--- src/sgi_pkg.sv ---
// sgi_pkg: shared types and constants of the segment intersection unit
`timescale 1ns / 1ps
package sgi_pkg;

   // coordinate width, signed fixed point (fraction bits do not enter the math)
   localparam int CW = 16;
   // determinant width: difference products plus one subtract
   localparam int DW = 2 * CW + 3;
   // numerator width: cross products times differences plus one subtract
   localparam int NW = 3 * CW + 3;
   // queue between the front and the back
   localparam int QUEUE_DEPTH = 2;
   localparam int QPW = (QUEUE_DEPTH > 1) ? $clog2(QUEUE_DEPTH) : 1;

   typedef struct packed {
      logic signed [CW-1:0] ax0;
      logic signed [CW-1:0] ay0;
      logic signed [CW-1:0] ax1;
      logic signed [CW-1:0] ay1;
      logic signed [CW-1:0] bx0;
      logic signed [CW-1:0] by0;
      logic signed [CW-1:0] bx1;
      logic signed [CW-1:0] by1;
   } req_type;

   typedef struct packed {
      logic                 hit;
      logic signed [CW-1:0] cross_x;
      logic signed [CW-1:0] cross_y;
   } rsp_type;

   typedef struct packed {
      logic signed [CW-1:0] ax_lo;
      logic signed [CW-1:0] ax_hi;
      logic signed [CW-1:0] ay_lo;
      logic signed [CW-1:0] ay_hi;
      logic signed [CW-1:0] bx_lo;
      logic signed [CW-1:0] bx_hi;
      logic signed [CW-1:0] by_lo;
      logic signed [CW-1:0] by_hi;
   } bounds_type;

   // one classified pair, ready for division
   typedef struct packed {
      logic           det_zero;
      logic           neg_x;
      logic           neg_y;
      logic [NW-1:0]  nm_x;
      logic [NW-1:0]  nm_y;
      logic [DW-1:0]  dm;
      bounds_type     bnd;
   } entry_type;

   // queue status seen by its neighbors
   typedef struct packed {
      logic full;
      logic empty;
   } queue_status_type;

endpackage

--- src/sgi_queue.sv ---
// sgi_queue: short queue between the front and the back
`timescale 1ns / 1ps
module sgi_queue (
   input  logic                      clock,
   input  logic                      reset,
   input  logic                      push,
   input  sgi_pkg::entry_type        push_data,
   input  logic                      pop,
   output sgi_pkg::entry_type        head,
   output sgi_pkg::queue_status_type qstat
);

   localparam int DEPTH = sgi_pkg::QUEUE_DEPTH;
   localparam int QPW   = sgi_pkg::QPW;

   sgi_pkg::entry_type mem_ff [DEPTH];
   logic [QPW-1:0]     wr_ff, wr_in, rd_ff, rd_in;
   logic [QPW:0]       cnt_ff, cnt_in;

   assign head        = mem_ff[rd_ff];
   assign qstat.full  = (cnt_ff == (QPW+1)'(DEPTH));
   assign qstat.empty = (cnt_ff == '0);

   always_comb begin
      wr_in  = wr_ff;
      rd_in  = rd_ff;
      cnt_in = cnt_ff;
      if (push) begin
         wr_in = (wr_ff == QPW'(DEPTH - 1)) ? '0 : wr_ff + 1'b1;
      end
      if (pop) begin
         rd_in = (rd_ff == QPW'(DEPTH - 1)) ? '0 : rd_ff + 1'b1;
      end
      if (push && !pop) begin
         cnt_in = cnt_ff + 1'b1;
      end else if (pop && !push) begin
         cnt_in = cnt_ff - 1'b1;
      end
   end

   always_ff @(posedge clock) begin
      if (reset) begin
         wr_ff  <= '0;
         rd_ff  <= '0;
         cnt_ff <= '0;
      end else begin
         wr_ff  <= wr_in;
         rd_ff  <= rd_in;
         cnt_ff <= cnt_in;
      end
   end

   always_ff @(posedge clock) begin
      if (push) begin
         mem_ff[wr_ff] <= push_data;
      end
   end

endmodule

--- config.mk ---
export PLATFORM = sky130hd
export DESIGN_NAME = sgi_queue
export DESIGN_NICKNAME = d
export VERILOG_FILES = /design/src/sgi_pkg.sv /design/src/sgi_queue.sv
export SDC_FILE = /design/constraint.sdc
export NUM_CORES = 1
export LEC_CHECK = 0
export BUFFER_PORTS_ARGS = -buffer_cell sky130_fd_sc_hd__buf_2
export CAP_MARGIN = 30
export CORE_ASPECT_RATIO = 0.7
export CORE_MARGIN = 5
export CORE_UTILIZATION = 25
export CTS_CLUSTER_SIZE = 28
export DETAILED_ROUTE_END_ITERATION = 7
export PLACE_DENSITY = 0.44
export SLEW_MARGIN = 20
export SYNTH_ARGS = -nofsm -noshare
export SYNTH_HDL_FRONTEND = slang
export SYNTH_SLANG_ARGS = --single-unit
--- constraint.sdc ---
create_clock -name clock -period 20 [get_ports clock]
set_input_delay 4 -clock clock [delete_from_list [all_inputs] [get_ports clock]]
set_output_delay 4 -clock clock [all_outputs]
set_load 0.01 [all_outputs]
==> run summary, run 1 <==
Status = complete, no violations
Area of the multi-input gates = 3884 sq um
Net Sw Frac = 0.2276
Critical Path Start Type = flip-flop
RSZ-0062 raised after global routing = no
DR iter-0 viols = 465
Power share of the combinational group = 0.117
Power Total = 2653 uW
EDFF count, synth = 536
DR WL/cell = 18.94 microns
ANT nets after route = 0
GRT overflow = 0
# Post-CTS Setup Buffers = 0
Internal power = 2049 uW
Htree depth = 2
Post-CTS Resized = 0
Remaining DRCs = 0
Synth area leaders = edfxtp_1 (79%), mux2_4 (15%), mux2_2 (3.7%)
Share of layout cells above drive strength 1 = 0.6122
Die height = 248.9 microns
PortBufs = 541
Synth Register Bits = 541
Post-Syn Nets = 1129
Drt pass-1 iters = 4
WP data required = 16.00 ns
Post-route insts no fill = 2553
Final Worst Setup Slack = 12.32 ns
Hold path depth = 2
Ys async rst share = 0
Maxcap violations = 0
Setup crit end kind = output pin
Leakage = 0.009950 uW
Clock slew at reported path FFs = 0.06 ns
Final net count = 1708
Post-Syn Area per Cell = 23.82 sq um
Seq pwr share = 0.507
CP Class = flip-flop to output pin
Vias = 10010
Clk sinks = 541
Slew headroom = 0.1476
HPWL Detailed = 32920 microns
Ys Warns = 0
Register Area = 16200 sq um
Clock latency at the later pin of the worst-skew pair = 0.58 ns
First-pass GRT wire length = 69810 microns
CTS Buf Count = 56
FF-to-FF Start = wr_ff
Clock skew = 0.01538 ns
Post-synth cell types = 16
Fill cells = 7877
Placed cells = 2444
HP Class = flip-flop to flip-flop
Most instantiated cells after synthesis = edfxtp_1 (536), mux2_4 (201), mux2_2 (67)
Die width = 351.3 microns
Net switching power = 603.8 uW
Top Ports = 542
CP Max Fanout = 56
Top cell type by total area after synthesis = edfxtp_1
Largest net degree at the start of global routing = 141
Sequential share of the synthesized area = 0.7945
Core box area = 80660 sq um
FF-to-FF End = mem_ff[0][77]
Minimum clock period = 7.681 ns
Fin crit share = 0.3841
PwrDens = 101.9 nW/um^2
Vias in the first global route = 10650
Dpl ws = 12.71 ns
Utilization after layout = 0.3228
Final number of setup-violating endpoints = 0
Num rows = 87
Setup TNS = 0 ns
Hold buffer count at CTS = 0
Clock tree buffer depth = 3
Fmax = 0.1302 GHz
Clock Power Share = 0.376
Hold_sp = cnt_ff[1]
Worst Max-Slew Pin Slew = 1.279 ns
CTS tree = yes
Worst-case hold path end point = cnt_ff[1]
Clk Tree Root Cell = clkbuf_16
Die ar. = 87450 sq um
Slew Viols, Final = 0
Worst r2r path cells = 3
Starting Density = 0.2527
Area share of the leading cell type in the synthesized netlist = 0.7895
Routed wire length = 48360 microns
Cells after Synth = 856
Reg-to-reg slack, setup = 17.11 ns
GPL Wtd Cong = 0.7064
Total Routing Usage GR = 0.1056
Synthesized cell area = 20390 sq um
Initial antenna violation count = 20
Count leader, synth = edfxtp_1
Crit path DAT = 3.68 ns
Layout area overhead = 27.71%
Final Hold Violating Endpoints = 0
Vias/cell = 3.921
Peak VDD IR = 56.31 uV
Predominant post-synthesis flop cell = edfxtp_1
==> sequential cells by signal (all words and copies together) (netlist names), named ones only <==
| name | count |
|---|---|
| mem_ff | 536 |
| rd_ff | 1 |
| wr_ff | 1 |
| cnt_ff | 2 |
==> layer usage <==
metal  global-route usage  part of all wire  routed length, microns  vias up
li1                     -                 -                       -     4596
met1               0.1274              0.40                   19180     4940
met2               0.1750              0.48                   23140      352
met3              0.04446              0.10                    4938       96
met4              0.02656             0.019                     932       26
met5                    0            0.0037                     177        -
==> logic make-up (layout without fill, tap and decap cells) <==
group	Yosys count	after routing	share of synthesized area
DFF	541	541	0.7945
muxes	268	268	0.1850
buffers and inverters	31	655	0.01553
and+or+nand+nor	9	9	0.002149
xor gates and xnor gates	4	4	0.001719
AOI/OAI and AO/OA	2	2	0.0004905
adders and majority gates	1	1	0.0006137
other	0	5	0
==> worst max-delay path, stage by stage, from the launching register on <==
cell	delay, ns
dfxtp_4	0.66
buf_12	0.28
buf_4	0.73
buf_4	0.75
mux2_4	0.36
buf_2	0.14
==> power groups by stage <==
stage	clock network, uW	registers (uW)	logic (uW)
after floorplan	0	1390	190
after global placement	0	1370	313
after detailed placement	0	1370	316
after CTS	1040	1350	317
after global routing	1090	1350	335
final	998	1340	311
==> worst max path at each step <==
stage / to / slack (ns)
5_1_grt: head[202] / 12.06
2_1_floorplan: mem_ff[0][0] / 3.54
4_1_cts: head[112] / 12.04
3_5_place_dp: head[112] / 12.71
3_3_place_gp: head[140] / 12.77
6_report: head[142] / 12.32
==> metrics by stage <==
step,hold WS (ns),area [sq um]
after floorplan,0.4608,20390
after global placement,0.4801,24230
after detailed placement,0.4958,24250
after CTS,0.5041,26000
after global routing,0.5572,26030
final,0.4956,26040
==> cells in the final DEF (no fill, tap or decap), drive strengths merged <==
cell        n
o21ai       1
nor2        5
bufinv      4
clkinvlp    3
or3         1
inv         3
xnor2       2
ha          1
and2        1
edfxtp    536
a21oi       1
buf       551
xor2        2
clkbuf     64
mux2      268
nor2b       2
diode       5
dfxtp       5
clkinv     30
==> area by class of cell <==
| class | instances | share of cell area |
|---|---|---|
| flip-flops and latches | 541 | 0.6222 |
| well taps | 1068 | 0.05133 |
| clock inverters | 39 | 0.01158 |
| multi-input cells | 284 | 0.1492 |
| diodes | 5 | 0.0004806 |
| inverters | 1 | 0.0001442 |
| repair buffers | 551 | 0.1093 |
| clock buffers | 64 | 0.05580 |
Power figures use the tool's default switching activity.
==> run 2, diff against run 1 <==
Clock period 20 ns to 7.23 ns, I/O delays scaled along.
==> run summary, run 2 (synthesized netlist as in run 1, its figures left out) <==
Status = complete, no violations
Clock tree buffer depth = 3 (unchanged)
ANT nets after route = 0 (unchanged)
Clock skew = 0.008906 ns (-0.006473 ns)
Initial antenna violation count = 20 (unchanged)
Final net count = 1709 (+0.059%)
Remaining DRCs = 0 (unchanged)
Maxcap violations = 0 (unchanged)
Most flops, register = mem_ff
Die width = 351.3 microns (unchanged)
Vias/cell = 3.893 (-0.72%)
Num rows = 87 (unchanged)
Utilization after layout = 0.3233 (+0.0005430)
Htree depth = 2 (unchanged)
Crit path DAT = 2.36 ns (-1.32 ns)
Worst r2r path cells = 2 (-1)
Post-route insts no fill = 2554 (+0.039%)
FF-to-FF Start = wr_ff
Leakage = 0.009953 uW (about the same)
# Post-CTS Setup Buffers = 0 (unchanged)
PwrDens = 281.7 nW/um^2 (+180%)
DR iter-0 viols = 468 (+0.65%)
Core box area = 80660 sq um (unchanged)
WP data required = 5.78 ns (-10.22 ns)
Critical Path Start Type = flip-flop
Hold path depth = 2 (unchanged)
FF-to-FF End = mem_ff[1][109]
Setup crit end kind = output pin
Starting Density = 0.2527 (unchanged)
Vias in the first global route = 10590 (-0.58%)
Clock latency at the later pin of the worst-skew pair = 0.59 ns (about the same)
Setup TNS = 0 ns (unchanged)
Peak VDD IR = 159.4 uV (+180%)
Final Hold Violating Endpoints = 0 (unchanged)
CP Class = flip-flop to output pin
Clk sinks = 541 (unchanged)
Most common cell after layout, fill and taps aside = buf_2
DR WL/cell = 18.90 microns (-0.23%)
Most frequent cells in the layout = buf_2 (541), edfxtp_1 (536), mux2_4 (201)
Top Ports = 542 (unchanged)
Fmax = 0.2630 GHz
Placed cell area = 24280 sq um (+0.11%)
Share of layout cells above drive strength 1 = 0.6092 (-0.002967)
Placed cells = 2446 (+0.082%)
Clk Tree Root Cell = clkbuf_16
Hold buffer count at CTS = 0 (unchanged)
Total Routing Usage GR = 0.1054 (-0.0001765)
Slew Viols, Final = 0 (unchanged)
Minimum clock period = 3.802 ns
Layout area overhead = 27.93%
Largest net degree at the start of global routing = 142 (+0.71%)
Finished Cell Area = 26080 sq um (+0.17%)
Drt pass-1 iters = 4 (unchanged)
Routed wire length = 48270 microns (-0.19%)
Post-CTS Resized = 0 (unchanged)
Fin crit share = 0.5259
GPL Wtd Cong = 0.7267 (+2.9%)
Fill cells = 7824 (-0.67%)
Hold_sp = rd_ff
Max reg flops = 536 (unchanged)
Vias = 9942 (-0.68%)
CP Max Fanout = 41 (-27%)
Worst Max-Slew Pin Slew = 1.011 ns (-0.2680 ns)
First-pass GRT wire length = 69530 microns (-0.40%)
Slew headroom = 0.3263 (+0.1787)
Die ar. = 87450 sq um (unchanged)
CTS tree = yes
Final number of setup-violating endpoints = 0 (unchanged)
Reg-to-reg slack, setup = 5.00 ns (-12.11 ns)
CTS Buf Count = 55 (-1.8%)
RSZ-0062 raised after global routing = no
Top Registers = mem_ff x536, cnt_ff x2
GRT overflow = 0 (unchanged)
Die height = 248.9 microns (unchanged)
HP Class = flip-flop to flip-flop
Clock slew at reported path FFs = 0.05 ns (about the same)
PortBufs = 541 (unchanged)
HPWL Detailed = 33470 microns (+1.7%)
## run 2: cell types whose count changed in the layout (fill, tap and decap cells not counted)
cell,delta
buf_16,+1
bufinv_16,+1
clkinvlp_4,+1
clkinv_4,-1
buf_4,+1
clkinv_1,+4
clkinv_2,-8
diode_2,+2
## run 2: where the power goes
| group | internal [uW] | switching, uW |
|---|---|---|
| registers | 3670 | 49.2 |
| clock network | 1610 | 1160 |
| logic | 420 | 439 |
| total | 5700 | 1650 |
## run 2: critical path, stage by stage, from the launching register on
cell     delay, ns
dfxtp_4       0.50
buf_16        0.29
buf_4         0.41
mux2_2        0.39
buf_2         0.15
## run 2: how the worst max path moves through the flow
stage	cells after the start	from	to	slack, ns
global route	4	flip-flop	head[266]	3.25
CTS	3	flip-flop	head[128]	2.77
detailed placement	3	flip-flop	head[128]	3.44
global placement	3	flip-flop	head[109]	3.48
finish	4	flip-flop	head[11]	3.43
floorplan	1	push	mem_ff[0][0]	1.34
## run 2: layout make-up
type	instances	area (sq um)	share of cell area
flip-flops and latches	541	16200	0.6212
multi-input cells	284	3884	0.1489
repair buffers	553	2880	0.1104
clock buffers	64	1453	0.05570
well taps	1068	1336	0.05124
clock inverters	36	305.3	0.01171
diodes	7	17.52	0.0006717
inverters	1	3.754	0.0001439
## run 2: routing by layer
layer,track usage,share of wire,vias to the layer above
li1,-,-,4595
met1,0.1280,0.41,4870
met2,0.1708,0.46,358
met3,0.04909,0.10,95
met4,0.02540,0.019,24
met5,0,0.0028,-
## run 2: metrics by stage
stage | hold slack [ns] | total power [uW] | setup WS (ns)
finish | 0.5125 | 7346 | 3.428
global route | 0.5532 | 7700 | 3.251
CTS | 0.5175 | 7488 | 2.770
detailed placement | 0.4938 | 4665 | 3.437
global placement | 0.4823 | 4657 | 3.480
floorplan | 0.4608 | 4312 | 1.342
==> run 3, diff against run 2 <==
Clock period 7.23 ns to 3.9 ns, I/O delays scaled along.
==> run summary, run 3 (synthesized netlist as in run 1, its figures left out) <==
PwrDens = 514.4 nW/um^2 (+83%)
Most common cell after layout, fill and taps aside = buf_2
Max reg flops = 536 (unchanged)
Vias in the first global route = 10930 (+3.2%)
Dpl ws = 1.333 ns (-2.104 ns)
Finished Cell Area = 26120 sq um (+0.16%)
Die width = 351.3 microns (unchanged)
Drt pass-1 iters = 4 (unchanged)
Setup crit end kind = output pin
Fmax = 0.3203 GHz
HP Class = primary input to flip-flop
Initial antenna violation count = 20 (unchanged)
CTS Buf Count = 55 (unchanged)
RSZ-0062 raised after global routing = no
Die height = 248.9 microns (unchanged)
Leakage = 0.01001 uW (+0.52%)
WP data required = 3.12 ns (-2.66 ns)
Clk sinks = 541 (unchanged)
Total Routing Usage GR = 0.1098 (+0.004374)
Slew Viols, Final = 0 (unchanged)
Most flops, register = mem_ff
Slew headroom = 0.3283 (+0.002018)
Status = complete, no violations
Clk Tree Root Cell = clkbuf_16
Fill cells = 7875 (+0.65%)
Vias = 10180 (+2.4%)
Top Registers = mem_ff x536, cnt_ff x2
Core box area = 80660 sq um (unchanged)
Net switching power = 3075 uW (+86%)
Routed wire length = 49890 microns (+3.4%)
Worst hold slack = 0.3729 ns (-0.1395 ns)
Most frequent cells in the layout = buf_2 (541), edfxtp_1 (536), mux2_4 (201)
Final net count = 1726 (+0.99%)
Placed cell area = 24440 sq um (+0.66%)
DR iter-0 viols = 450 (-3.8%)
Final number of setup-violating endpoints = 0 (unchanged)
Minimum clock period = 3.122 ns
Clock tree buffer depth = 3 (unchanged)
CP Class = flip-flop to output pin
CTS tree = yes
Share of layout cells above drive strength 1 = 0.6094 (about the same)
Final Worst Setup Slack = 0.7776 ns (-2.650 ns)
Largest net degree at the start of global routing = 138 (-2.8%)
Critical Path Start Type = flip-flop
Setup TNS = 0 ns (unchanged)
Net Sw Frac = 0.2288 (+0.004155)
Post-CTS Resized = 0 (unchanged)
Clock latency at the later pin of the worst-skew pair = 0.59 ns (about the same)
Remaining DRCs = 0 (unchanged)
Seq pwr share = 0.512 (+0.006)
ANT nets after route = 0 (unchanged)
Clock Power Share = 0.366 (-0.011)
# Post-CTS Setup Buffers = 0 (unchanged)
Clock slew at reported path FFs = 0.06 ns (about the same)
Internal power = 10360 uW (+82%)
Worst Max-Slew Pin Slew = 1.008 ns (-0.003028 ns)
Num rows = 87 (unchanged)
Placed cells = 2464 (+0.74%)
PortBufs = 541 (unchanged)
Fin crit share = 0.8006
Hold buffer count at CTS = 0 (unchanged)
Peak VDD IR = 307.7 uV (+93%)
Die ar. = 87450 sq um (unchanged)
DR WL/cell = 19.38 microns (+2.6%)
Crit path DAT = 2.34 ns (-0.02 ns)
Starting Density = 0.2527 (unchanged)
Htree depth = 2 (unchanged)
First-pass GRT wire length = 72000 microns (+3.6%)
Clock skew = 0.01157 ns (+0.002665 ns)
CP Max Fanout = 37 (-9.8%)
Post-route insts no fill = 2574 (+0.78%)
Final Hold Violating Endpoints = 0 (unchanged)
HPWL Detailed = 34830 microns (+4.1%)
Vias/cell = 3.956 (+1.6%)
Maxcap violations = 0 (unchanged)
Power share of the combinational group = 0.122 (+0.005)
GPL Wtd Cong = 0.7270 (about the same)
GRT overflow = 0 (unchanged)
Top Ports = 542 (unchanged)
Layout area overhead = 28.13%
## run 3: power by group through the flow
stage,Sequential (uW),Clock [uW],Combinational [uW]
6_report,6880,4920,1640
5_1_grt,6910,5400,1770
4_1_cts,6890,5140,1690
3_5_place_dp,7010,0,1690
3_3_place_gp,7000,0,1680
2_1_floorplan,7020,0,976
## run 3: worst max-delay path, stage by stage (launching register included)
cell and delay, ns:
dfxtp_4 0.59, buf_4 0.55, mux2_2 0.42, buf_2 0.14
## run 3: metal layers
metal | global-route usage | up-vias | routed length [microns]
li1 | - | 4633 | -
met1 | 0.1315 | 5107 | 20050
met2 | 0.1781 | 329 | 23490
met3 | 0.05282 | 91 | 5257
met4 | 0.02771 | 24 | 963
met5 | 0 | - | 133
## run 3: per-stage QoR
step	util	power, uW
global placement	0.3029	8682
finish	0.3238	13440
global route	0.3235	14080
CTS	0.3235	13720
floorplan	-	7993
detailed placement	0.3029	8700
## run 3: area by class of cell
class,count,area (sq um),area share
diodes,11,27.53,0.001054
clock buffers,67,1464,0.05604
clock inverters,32,193.9,0.007424
inverters,1,3.754,0.0001437
multi-input cells,284,3884,0.1487
flip-flops and latches,541,16200,0.6202
well taps,1068,1336,0.05116
repair buffers,570,3013,0.1153
## run 3: path summary, 6_finish.rpt
check	startpoint	endpoint	slack, ns	cells past startpoint
worst max register to register	wr_ff	mem_ff[1][8]	2.03	2
worst min-delay path	push_data[250]	mem_ff[1][250]	0.37	1
worst min register to register	cnt_ff[1]	cnt_ff[1]	0.52	2
worst max-delay path	flip-flop	head[8]	0.78	3
